$ cat src/rtl/core/dll_pkg.sv
// dll_pkg: types and codes shared by the doubly linked list engine.
// No dependencies.
package dll_pkg;

    localparam int MODE_W   = 4;
    localparam int HANDLE_W = 32;
    localparam int POS_W    = 8;
    localparam int STATUS_W = 2;
    localparam int COUNT_W  = 7;

    typedef enum logic [MODE_W-1:0] {
        OP_INS_FRONT = 4'd0,
        OP_INS_BACK  = 4'd1,
        OP_INS_POS   = 4'd2,
        OP_RM_FRONT  = 4'd3,
        OP_RM_BACK   = 4'd4,
        OP_RM_POS    = 4'd5,
        OP_RM_VALUE  = 4'd6,
        OP_READ_POS  = 4'd7,
        OP_READ_FRNT = 4'd8,
        OP_READ_BACK = 4'd9,
        OP_SEARCH    = 4'd10,
        OP_TRAVERSE  = 4'd11,
        OP_CLEAR     = 4'd12
    } t_op;

    typedef enum logic [STATUS_W-1:0] {
        ST_OK    = 2'd0,
        ST_MISS  = 2'd1,
        ST_FULL  = 2'd2
    } t_status;

    typedef struct packed {
        logic [MODE_W-1:0]   mode;
        logic [HANDLE_W-1:0] handle;
        logic [POS_W-1:0]    position;
    } t_req;

    typedef struct packed {
        logic [STATUS_W-1:0] status;
        logic [HANDLE_W-1:0] result_handle;
        logic [COUNT_W-1:0]  element_count;
        logic                is_empty;
        logic                last;
    } t_rsp;

    typedef enum logic [3:0] {
        S_IDLE,
        S_WALK,
        S_WALK_WAIT,
        S_LINK_A,
        S_LINK_B,
        S_UNLINK,
        S_UNLINK_B,
        S_TRAV,
        S_DONE
    } t_state;

endpackage

$ cat src/rtl/core/dll_node_mem.sv
// dll_node_mem: node store (handle, next, prev), one write and one read port,
// registered read data. Depends on nothing.
module dll_node_mem #(
    parameter int CAPACITY = 64,
    parameter int HB       = 32,
    parameter int IW       = 7
) (
    input  logic            i_clk,
    input  logic            i_we_h,
    input  logic            i_we_n,
    input  logic            i_we_p,
    input  logic [IW-1:0]   i_waddr,
    input  logic [HB-1:0]   i_wh,
    input  logic [IW-1:0]   i_wn,
    input  logic [IW-1:0]   i_wp,
    input  logic [IW-1:0]   i_raddr,
    output logic [HB-1:0]   o_rh,
    output logic [IW-1:0]   o_rn,
    output logic [IW-1:0]   o_rp
);
    localparam int AW = $clog2(CAPACITY);

    logic [HB-1:0] mem_h [CAPACITY];
    logic [IW-1:0] mem_n [CAPACITY];
    logic [IW-1:0] mem_p [CAPACITY];

    always_ff @(posedge i_clk) begin
        if (i_we_h) mem_h[i_waddr[AW-1:0]] <= i_wh;
        if (i_we_n) mem_n[i_waddr[AW-1:0]] <= i_wn;
        if (i_we_p) mem_p[i_waddr[AW-1:0]] <= i_wp;
        o_rh <= mem_h[i_raddr[AW-1:0]];
        o_rn <= mem_n[i_raddr[AW-1:0]];
        o_rp <= mem_p[i_raddr[AW-1:0]];
    end
endmodule

$ cat src/rtl/core/doubly_linked_list_engine.sv
// Doubly linked list engine top level: sequencer around the node store.
// Depends on dll_pkg and dll_node_mem.
//
// One request at a time; busy is high from acceptance until the final result.
// Front/back inserts and removes and front/back reads do not walk the list.
// Positional operations, search and remove by value walk the list one node
// at a time (one node store read each, with registered read data). Traverse
// emits one result per node walked. Results come as one-cycle strobes on
// o_valid and must be taken.
module doubly_linked_list_engine #(
    parameter int CAPACITY    = 64,
    parameter int HANDLE_BITS = 32
) (
    input  logic            i_clk,
    input  logic            i_rst_n,
    input  logic            start,
    output logic            busy,
    input  dll_pkg::t_req   i_req,
    output logic            o_valid,
    output dll_pkg::t_rsp   o_rsp
);
    localparam int IW = $clog2(CAPACITY + 1);
    localparam int HB = dll_pkg::HANDLE_W;
    localparam logic [IW-1:0] NIL = IW'(CAPACITY);
    localparam logic [HB-1:0] HMASK = (HANDLE_BITS >= HB) ? {HB{1'b1}}
                                      : HB'((64'd1 << HANDLE_BITS) - 64'd1);

    dll_pkg::t_state r_state, n_state;
    logic [IW-1:0] r_head, n_head, r_tail, n_tail, r_cnt, n_cnt;
    logic [IW-1:0] r_free, n_free, r_nun, n_nun;
    logic [dll_pkg::MODE_W-1:0] r_mode, n_mode;
    logic [HB-1:0] r_h, n_h, r_rh, n_rh;
    logic [dll_pkg::POS_W-1:0] r_pos, n_pos;
    logic [IW-1:0] r_cur, n_cur, r_node, n_node, r_p, n_p, r_x, n_x;
    logic [IW:0]   r_k, n_k;
    logic          r_alloc_free, n_alloc_free;
    logic          r_ov, n_ov;
    dll_pkg::t_rsp r_rsp, n_rsp;

    logic          we_h, we_n, we_p;
    logic [IW-1:0] waddr, wn, wp, raddr;
    logic [HB-1:0] rh;
    logic [IW-1:0] rn, rp;

    dll_node_mem #(.CAPACITY(CAPACITY), .HB(HB), .IW(IW)) u_mem (
        .i_clk(i_clk), .i_we_h(we_h), .i_we_n(we_n), .i_we_p(we_p),
        .i_waddr(waddr), .i_wh(r_h), .i_wn(wn), .i_wp(wp),
        .i_raddr(raddr), .o_rh(rh), .o_rn(rn), .o_rp(rp)
    );

    assign busy    = (r_state != dll_pkg::S_IDLE);
    assign o_valid = r_ov;
    assign o_rsp   = r_rsp;

    always_ff @(posedge i_clk) begin
        if (!i_rst_n) begin
            r_state <= dll_pkg::S_IDLE;
            r_head  <= NIL;
            r_tail  <= NIL;
            r_cnt   <= '0;
            r_free  <= NIL;
            r_nun   <= '0;
            r_ov    <= 1'b0;
        end else begin
            r_state <= n_state;
            r_head  <= n_head;
            r_tail  <= n_tail;
            r_cnt   <= n_cnt;
            r_free  <= n_free;
            r_nun   <= n_nun;
            r_ov    <= n_ov;
        end
        r_mode <= n_mode; r_h <= n_h; r_pos <= n_pos; r_rh <= n_rh;
        r_cur <= n_cur; r_node <= n_node; r_p <= n_p; r_x <= n_x;
        r_k <= n_k; r_alloc_free <= n_alloc_free; r_rsp <= n_rsp;
    end

    function automatic dll_pkg::t_rsp mk(input logic [1:0] st, input logic [HB-1:0] h,
                                         input logic [IW-1:0] c, input logic lst);
        dll_pkg::t_rsp r;
        r.status        = st;
        r.result_handle = (st == dll_pkg::ST_OK) ? h : '0;
        r.element_count = dll_pkg::COUNT_W'(c);
        r.is_empty      = (c == '0);
        r.last          = lst;
        return r;
    endfunction

    // insert: node r_node placed between r_p and r_x
    // remove: r_node unlinked, r_p / r_x its neighbours
    always_comb begin
        logic is_ins, is_rm;
        n_state = r_state; n_head = r_head; n_tail = r_tail; n_cnt = r_cnt;
        n_free = r_free; n_nun = r_nun; n_mode = r_mode; n_h = r_h; n_pos = r_pos;
        n_rh = r_rh; n_cur = r_cur; n_node = r_node; n_p = r_p; n_x = r_x; n_k = r_k;
        n_alloc_free = r_alloc_free; n_ov = 1'b0; n_rsp = r_rsp;
        we_h = 1'b0; we_n = 1'b0; we_p = 1'b0; waddr = r_node; wn = r_x; wp = r_p;
        raddr = r_cur;
        is_ins = (r_mode == dll_pkg::OP_INS_FRONT) || (r_mode == dll_pkg::OP_INS_BACK)
              || (r_mode == dll_pkg::OP_INS_POS);
        is_rm  = (r_mode == dll_pkg::OP_RM_FRONT) || (r_mode == dll_pkg::OP_RM_BACK)
              || (r_mode == dll_pkg::OP_RM_POS) || (r_mode == dll_pkg::OP_RM_VALUE);
        case (r_state)
            dll_pkg::S_IDLE: begin
                if (start) begin
                    n_mode = i_req.mode;
                    n_h    = i_req.handle & HMASK;
                    n_pos  = i_req.position;
                    n_k    = '0;
                    n_cur  = r_head;
                    n_state = dll_pkg::S_WALK;
                    case (i_req.mode)
                        dll_pkg::OP_INS_FRONT, dll_pkg::OP_INS_BACK, dll_pkg::OP_INS_POS: begin
                            if (r_free == NIL && r_nun == NIL) begin
                                n_rsp = mk(dll_pkg::ST_FULL, '0, r_cnt, 1'b1);
                                n_state = dll_pkg::S_DONE;
                            end else begin
                                n_alloc_free = (r_free != NIL);
                                n_node = (r_free != NIL) ? r_free : r_nun;
                                if (i_req.mode == dll_pkg::OP_INS_FRONT) begin
                                    n_x = r_head; n_p = NIL; n_state = dll_pkg::S_LINK_A;
                                end else if (i_req.mode == dll_pkg::OP_INS_BACK ||
                                             {1'b0, i_req.position} >= 9'(r_cnt)) begin
                                    n_x = NIL; n_p = r_tail; n_state = dll_pkg::S_LINK_A;
                                end
                                n_cur = (r_free != NIL) ? r_free : r_head;
                                if (r_free != NIL) begin
                                    n_state = dll_pkg::S_WALK;
                                    n_k = {1'b1, {IW{1'b0}}};
                                    if (!(i_req.mode == dll_pkg::OP_INS_POS &&
                                          {1'b0, i_req.position} < 9'(r_cnt)))
                                        n_k[0] = 1'b1;
                                end
                            end
                        end
                        dll_pkg::OP_RM_FRONT, dll_pkg::OP_READ_FRNT: begin
                            n_cur = r_head;
                            if (r_head == NIL) begin
                                n_rsp = mk(dll_pkg::ST_MISS, '0, r_cnt, 1'b1);
                                n_state = dll_pkg::S_DONE;
                            end else n_pos = '0;
                        end
                        dll_pkg::OP_RM_BACK, dll_pkg::OP_READ_BACK: begin
                            n_cur = r_tail;
                            n_pos = '0;
                            if (r_tail == NIL) begin
                                n_rsp = mk(dll_pkg::ST_MISS, '0, r_cnt, 1'b1);
                                n_state = dll_pkg::S_DONE;
                            end
                        end
                        dll_pkg::OP_RM_POS, dll_pkg::OP_READ_POS: begin
                            if ({1'b0, i_req.position} >= 9'(r_cnt)) begin
                                n_rsp = mk(dll_pkg::ST_MISS, '0, r_cnt, 1'b1);
                                n_state = dll_pkg::S_DONE;
                            end
                        end
                        dll_pkg::OP_RM_VALUE, dll_pkg::OP_SEARCH, dll_pkg::OP_TRAVERSE: begin
                            if (r_head == NIL) begin
                                n_rsp = mk(dll_pkg::ST_MISS, '0, r_cnt, 1'b1);
                                n_state = dll_pkg::S_DONE;
                            end
                        end
                        dll_pkg::OP_CLEAR: begin
                            n_head = NIL; n_tail = NIL; n_cnt = '0; n_free = NIL; n_nun = '0;
                            n_rsp = mk(dll_pkg::ST_OK, '0, '0, 1'b1);
                            n_state = dll_pkg::S_DONE;
                        end
                        default: begin
                            n_rsp = mk(dll_pkg::ST_MISS, '0, r_cnt, 1'b1);
                            n_state = dll_pkg::S_DONE;
                        end
                    endcase
                end
            end
            // issue read of r_cur
            dll_pkg::S_WALK: begin
                raddr = r_cur;
                n_state = dll_pkg::S_WALK_WAIT;
            end
            dll_pkg::S_WALK_WAIT: begin
                if (r_k[IW]) begin
                    // free-list pop: rn is the next free node
                    n_free = rn;
                    n_k = '0;
                    n_cur = r_head;
                    if (r_k[0]) n_state = dll_pkg::S_LINK_A;
                    else n_state = dll_pkg::S_WALK;
                end else if (r_mode == dll_pkg::OP_TRAVERSE) begin
                    n_rsp = mk(dll_pkg::ST_OK, rh, r_cnt,
                               (rn == NIL) || (r_k + 1'b1 >= (IW+1)'(CAPACITY)));
                    n_ov = 1'b1;
                    n_k = r_k + 1'b1;
                    n_cur = rn;
                    n_state = n_rsp.last ? dll_pkg::S_IDLE : dll_pkg::S_WALK;
                end else if (r_mode == dll_pkg::OP_RM_VALUE || r_mode == dll_pkg::OP_SEARCH) begin
                    if (rh == r_h) begin
                        n_node = r_cur; n_p = rp; n_x = rn; n_rh = rh;
                        n_state = (r_mode == dll_pkg::OP_SEARCH) ? dll_pkg::S_DONE
                                                                 : dll_pkg::S_UNLINK;
                        n_rsp = mk(dll_pkg::ST_OK, rh, r_cnt, 1'b1);
                    end else if (rn == NIL || r_k + 1'b1 >= (IW+1)'(CAPACITY)) begin
                        n_rsp = mk(dll_pkg::ST_MISS, '0, r_cnt, 1'b1);
                        n_state = dll_pkg::S_DONE;
                    end else begin
                        n_k = r_k + 1'b1; n_cur = rn; n_state = dll_pkg::S_WALK;
                    end
                end else if (9'(r_k) < {1'b0, r_pos}) begin
                    n_k = r_k + 1'b1; n_cur = rn; n_state = dll_pkg::S_WALK;
                end else if (is_ins) begin
                    n_x = r_cur; n_p = rp; n_state = dll_pkg::S_LINK_A;
                end else begin
                    n_node = r_cur; n_p = rp; n_x = rn; n_rh = rh;
                    if (is_rm) n_state = dll_pkg::S_UNLINK;
                    else begin
                        n_rsp = mk(dll_pkg::ST_OK, rh, r_cnt, 1'b1);
                        n_state = dll_pkg::S_DONE;
                    end
                end
            end
            dll_pkg::S_LINK_A: begin
                we_h = 1'b1; we_n = 1'b1; we_p = 1'b1;
                waddr = r_node; wn = r_x; wp = r_p;
                if (!r_alloc_free) n_nun = r_nun + 1'b1;
                if (r_x == NIL) n_tail = r_node;
                if (r_p == NIL) n_head = r_node;
                n_cnt = r_cnt + 1'b1;
                n_state = dll_pkg::S_LINK_B;
            end
            dll_pkg::S_LINK_B: begin
                if (r_p != NIL) begin
                    we_n = 1'b1; waddr = r_p; wn = r_node;
                end
                if (r_x != NIL) begin
                    n_state = dll_pkg::S_UNLINK_B;
                    n_k = {1'b1, {IW{1'b0}}};
                end else begin
                    n_rsp = mk(dll_pkg::ST_OK, '0, r_cnt, 1'b1);
                    n_state = dll_pkg::S_DONE;
                end
            end
            dll_pkg::S_UNLINK: begin
                if (r_p != NIL) begin
                    we_n = 1'b1; waddr = r_p; wn = r_x;
                end else n_head = r_x;
                if (r_x == NIL) n_tail = r_p;
                n_cnt = r_cnt - 1'b1;
                n_k = '0;
                n_state = dll_pkg::S_UNLINK_B;
            end
            dll_pkg::S_UNLINK_B: begin
                if (r_k[IW]) begin
                    we_p = 1'b1; waddr = r_x; wp = r_node;
                    n_rsp = mk(dll_pkg::ST_OK, '0, r_cnt, 1'b1);
                    n_state = dll_pkg::S_DONE;
                end else begin
                    if (r_x != NIL) begin
                        we_p = 1'b1; waddr = r_x; wp = r_p;
                    end
                    n_k = {1'b1, {IW{1'b0}}};
                    n_state = dll_pkg::S_TRAV;
                end
            end
            dll_pkg::S_TRAV: begin
                we_n = 1'b1; waddr = r_node; wn = r_free;
                n_free = r_node;
                n_rsp = mk(dll_pkg::ST_OK, r_rh, r_cnt, 1'b1);
                n_state = dll_pkg::S_DONE;
            end
            dll_pkg::S_DONE: begin
                n_ov = 1'b1;
                n_state = dll_pkg::S_IDLE;
            end
            default: n_state = dll_pkg::S_IDLE;
        endcase
    end
endmodule

$ cat config.mk
export PLATFORM = sky130hd
export DESIGN_NAME = doubly_linked_list_engine
export DESIGN_NICKNAME = d
export VERILOG_FILES = /design/src/rtl/core/dll_pkg.sv /design/src/rtl/core/dll_node_mem.sv /design/src/rtl/core/doubly_linked_list_engine.sv
export SDC_FILE = /design/constraint.sdc
export NUM_CORES = 2
export LEC_CHECK = 0
export BUFFER_PORTS_ARGS = -buffer_cell sky130_fd_sc_hd__buf_2
export CAP_MARGIN = 30
export CORE_MARGIN = 5
export CORE_UTILIZATION = 35
export DETAILED_ROUTE_END_ITERATION = 8
export MAX_ROUTING_LAYER = met4
export SYNTH_ARGS = -nofsm -noshare
export SYNTH_HDL_FRONTEND = slang
export SYNTH_SLANG_ARGS = --single-unit
$ cat constraint.sdc
create_clock -name i_clk -period 4.44 [get_ports i_clk]
set_input_delay 0.222 -clock i_clk [delete_from_list [all_inputs] [get_ports i_clk]]
set_output_delay 0.222 -clock i_clk [all_outputs]
set_load 0.05 [all_outputs]
==> flow_summary.ini <==
[cts]
h_tree_level_count = 5
clock_tree.buffer_depth = 4
worst_setup_hold_path_clk_slew_ns = 0.06
clkSinkCount = 3186
clock_root_buffer_master = sky130_fd_sc_hd__clkbuf_16
cts_inserted_buffers = 315
ctsResizeCount = 0
cts_setup_buffers = 0
tritoncts = built
insertion_delay_ns = 0.88

[synth]
primary_ff_master_synth = sky130_fd_sc_hd__edfxtp_1
post_synth_most_frequent_cells = 3100 x sky130_fd_sc_hd__edfxtp_1, 966 x sky130_fd_sc_hd__mux4_2, 264 x sky130_fd_sc_hd__nor2_1
synth-warning-count = 0
synth_top_family_by_area = multiplexers
synthesis.area_mm2 = 0.123
synth_xor_area_frac = 0.00349
synth_fa_ha_area_frac = 0.00240
synth.area.mux_share = 0.179
synth-compound-area-share = 0.0136
synth_nets = 5382
synthTopCellsByArea = sky130_fd_sc_hd__edfxtp_1 76%, sky130_fd_sc_hd__mux4_2 18%, sky130_fd_sc_hd__dfxtp_1 1.4%
synth.yosys.seq_area_share = 0.772
synthCells = 5312
ys_seq_elements = 3186
post-synth-top-area-cell = sky130_fd_sc_hd__edfxtp_1
synth_cell_types = 71
synth_enable_flop_cells = 3100
synth_top_area_share = 0.758
share_of_synthesized_cell_area_in_and_or_nand_and_nor_gates = 0.0192
synthesis.area_per_instance_um2 = 23.1
post-synth-top-count-cell = sky130_fd_sc_hd__edfxtp_1
ys_async_sr_fraction = 0

[pwr]
fin_total_pwr_mw = 85.6
share_clk_of_total_power = 0.302
share_seq_of_total_power = 0.419
power_density_mw_per_mm2 = 604
net-switching-power_mw = 25.5
max-vdd-ir-drop_uv = 544
pwr-share-comb = 0.280
cellInternalPower_mw = 60.1
power.leakage_nw = 43.3
power_switching_share = 0.298

[sta]
min_period_over_period = 0.870
max-slew-margin-rel = 0.346
worstMarginPinSlew_ns = 0.982
timing_hold_violations_final = 0
final.hold.worst_slack_ns = 0.0735
period_needed_ns = 3.86
timing.clock.skew_ns = 0.0507
final-max-slew-violation-count = 0
setup_violations = 0
maxClockFrequency_ghz = 0.259
rsz0062_at_grt = no
fin_setup_tns_ns = 0

[detailed_routing]
antenna_violating_nets_post_route = 0
wl_per_cell_um = 27.9
drt_iter0_markers = 6793
route.vias.total = 57100
drc = 0
detail_route.vias_per_cell = 5.40
drt_first_pass_iters = 7
finalWirelength_um = 296000

[floorplanning]
design.die.area_mm2 = 0.363
num_rows = 217
die_x_um = 602
coreArea_mm2 = 0.349
chip_height_um = 602
io-pin-count = 92
floorplan.initialDensity = 0.352

[setup_path]
path_max_fanout = 32
critical_setup_path_kind = reg -> reg
worstRegToRegCells = 8
worstSetupEndpointType = flip-flop
startpoint_type = flip-flop
timing.critical_path.required_ns = 4.95
cp_data_arrival_time_ns = 4.37
worst_setup_slack_for_register_to_register_paths_ns = 0.58
r2r_path_start = r_x[2]
crit-reg2reg-capture = u_mem.mem_h[43][17]

[min_path]
holdCritPathClass = in -> reg
hold_depth = 2
hold-path-endpoint = r_h[17]
holdCritStartpoint = i_req[25]

[place]
detailed_place_hpwl_um = 180000
routability_congestion_estimate = 0.905
buffer_ports.inserted = 91

[grt]
grt_pass1_vias = 58100
grt.overflow.total = 0
antenna_found_initial = 17
largest_net_degree_at_the_start_of_global_routing = 119
global_route_wire_length_before_repair_um = 428000
grt_use_total = 0.164

[layout]
final_nets = 5814
area_delta_synth_final_pct = 15.4
multi_input_comb_area_mm2 = 0.0273
ratio_of_cells_with_drive_above_1_in_the_final_layout = 0.306
n_fill_cell = 30100
layout.area.seq_mm2 = 0.0948

[run]
drv.max_cap_violation_count = 0

[outcome]
status = completed
-- repair_timing --
| action | CTS | global route |
|---|---|---|
| setup endpoints to repair | 0 | 0 |
| endpoints found under the hold margin | 100 | 0 |
| hold buffers | 61 | 0 |
-- sequential cells by signal, summed over array words and instances (netlist names) --
| name | cells |
|---|---|
| r_cur | 7 |
| r_cnt | 7 |
| r_alloc_free | 1 |
| u_mem.o_rh | 32 |
| r_state | 4 |
| o_rsp | 43 |
| r_nun | 7 |
| u_mem.o_rn | 7 |
| r_free | 7 |
| r_k | 8 |
| r_rh | 32 |
| r_head | 7 |
| r_pos | 8 |
| u_mem.mem_n | 448 |
| r_p | 7 |
| o_valid | 1 |
| r_mode | 4 |
| u_mem.mem_h | 2048 |
| u_mem.o_rp | 7 |
| r_x | 7 |
| r_tail | 7 |
| r_h | 32 |
| r_node | 7 |
| u_mem.mem_p | 448 |
-- how the worst max path moves through the flow --
| stage | start | end | slack, ns |
|---|---|---|---|
| after floorplan | r_state[3] | r_p[0] | 0.46 |
| after global placement | r_x[2] | u_mem.mem_h[43][19] | 0.67 |
| after detailed placement | r_x[2] | u_mem.mem_h[43][19] | 0.61 |
| after CTS | r_x[2] | u_mem.mem_h[43][11] | 0.62 |
| after global routing | r_x[2] | u_mem.mem_h[43][11] | 0.47 |
| final | r_x[2] | u_mem.mem_h[43][17] | 0.58 |
-- cell type report --
class,instances,share of cell area
Sequential cell,3186,0.669
Clock buffer,383,0.0581
Tap cell,4599,0.0406
Antenna cell,2,0.0000353
Multi-Input combinational cell,1816,0.192
Inverter,29,0.000768
Clock inverter,176,0.0115
Timing Repair Buffer,396,0.0278
-- cells in the final DEF, fill, tap and decap left out, types with 18 or more instances in the layout --
cell type and n:
sky130_fd_sc_hd__nor2_4 66, sky130_fd_sc_hd__clkbuf_1 61, sky130_fd_sc_hd__nand3_1 20, sky130_fd_sc_hd__buf_4 160
sky130_fd_sc_hd__a22o_1 39, sky130_fd_sc_hd__dlygate4sd3_1 61, sky130_fd_sc_hd__mux4_2 966, sky130_fd_sc_hd__nor2b_1 23
sky130_fd_sc_hd__inv_1 26, sky130_fd_sc_hd__nor2_1 198, sky130_fd_sc_hd__buf_12 83, sky130_fd_sc_hd__buf_2 91
sky130_fd_sc_hd__clkinv_2 49, sky130_fd_sc_hd__clkinv_1 72, sky130_fd_sc_hd__nand2_1 100, sky130_fd_sc_hd__ha_1 22
sky130_fd_sc_hd__dfxtp_1 86, sky130_fd_sc_hd__a22oi_1 31, sky130_fd_sc_hd__clkbuf_16 318, sky130_fd_sc_hd__and2_1 18
sky130_fd_sc_hd__o21ai_0 29, sky130_fd_sc_hd__edfxtp_1 3100, sky130_fd_sc_hd__bufinv_16 25, sky130_fd_sc_hd__xnor2_1 37
sky130_fd_sc_hd__a21oi_1 55
-- per-layer routing --
layer	track usage	routed length, µm	up-vias
li1	-	-	23500
met1	0.228	124000	31000
met2	0.259	144000	2283
met3	0.0261	21700	413
met4	0.0359	6130	0
met5	-	0	-
-- worst max-delay path, stage by stage (launching register included) --
cell and delay [ns]:
sky130_fd_sc_hd__edfxtp_1 0.44, sky130_fd_sc_hd__or4b_1 0.61, sky130_fd_sc_hd__nor3_2 0.30, sky130_fd_sc_hd__o32ai_1 0.21, sky130_fd_sc_hd__o32a_1 0.40, sky130_fd_sc_hd__nand2b_2 0.54
sky130_fd_sc_hd__buf_4 0.40, sky130_fd_sc_hd__nor2_4 0.11, sky130_fd_sc_hd__buf_4 0.45
-- power groups by stage --
stage          clock network, mW  logic [mW]  registers [mW]
6_report                    25.8        23.9            35.8
5_1_grt                     27.7        25.2            35.8
4_1_cts                     26.3        24.3            35.8
3_5_place_dp                   0        24.2            36.5
3_3_place_gp                   0        24.0            36.5
2_1_floorplan                  0        14.3            37.2
-- metrics by stage --
stage	area [µm²]	std cells	worst slack, ns	util
finish	142000	10600	0.577	0.406
global route	142000	10600	0.473	0.406
CTS	142000	10600	0.618	0.406
detailed placement	131000	9961	0.610	0.376
global placement	131000	9961	0.669	0.376
floorplan	123000	5312	0.462	-
-- logic make-up after synthesis --
logic type	count (synthesis)
XOR/XNOR	49
flip-flops	3186
adder cells (fa/ha/maj)	23
AO/OA/AOI/OAI	234
AND/OR/NAND/NOR	524
buffers and inverters	310
multiplexers	986
No activity file was read; power rests on OpenSTA's default activity.
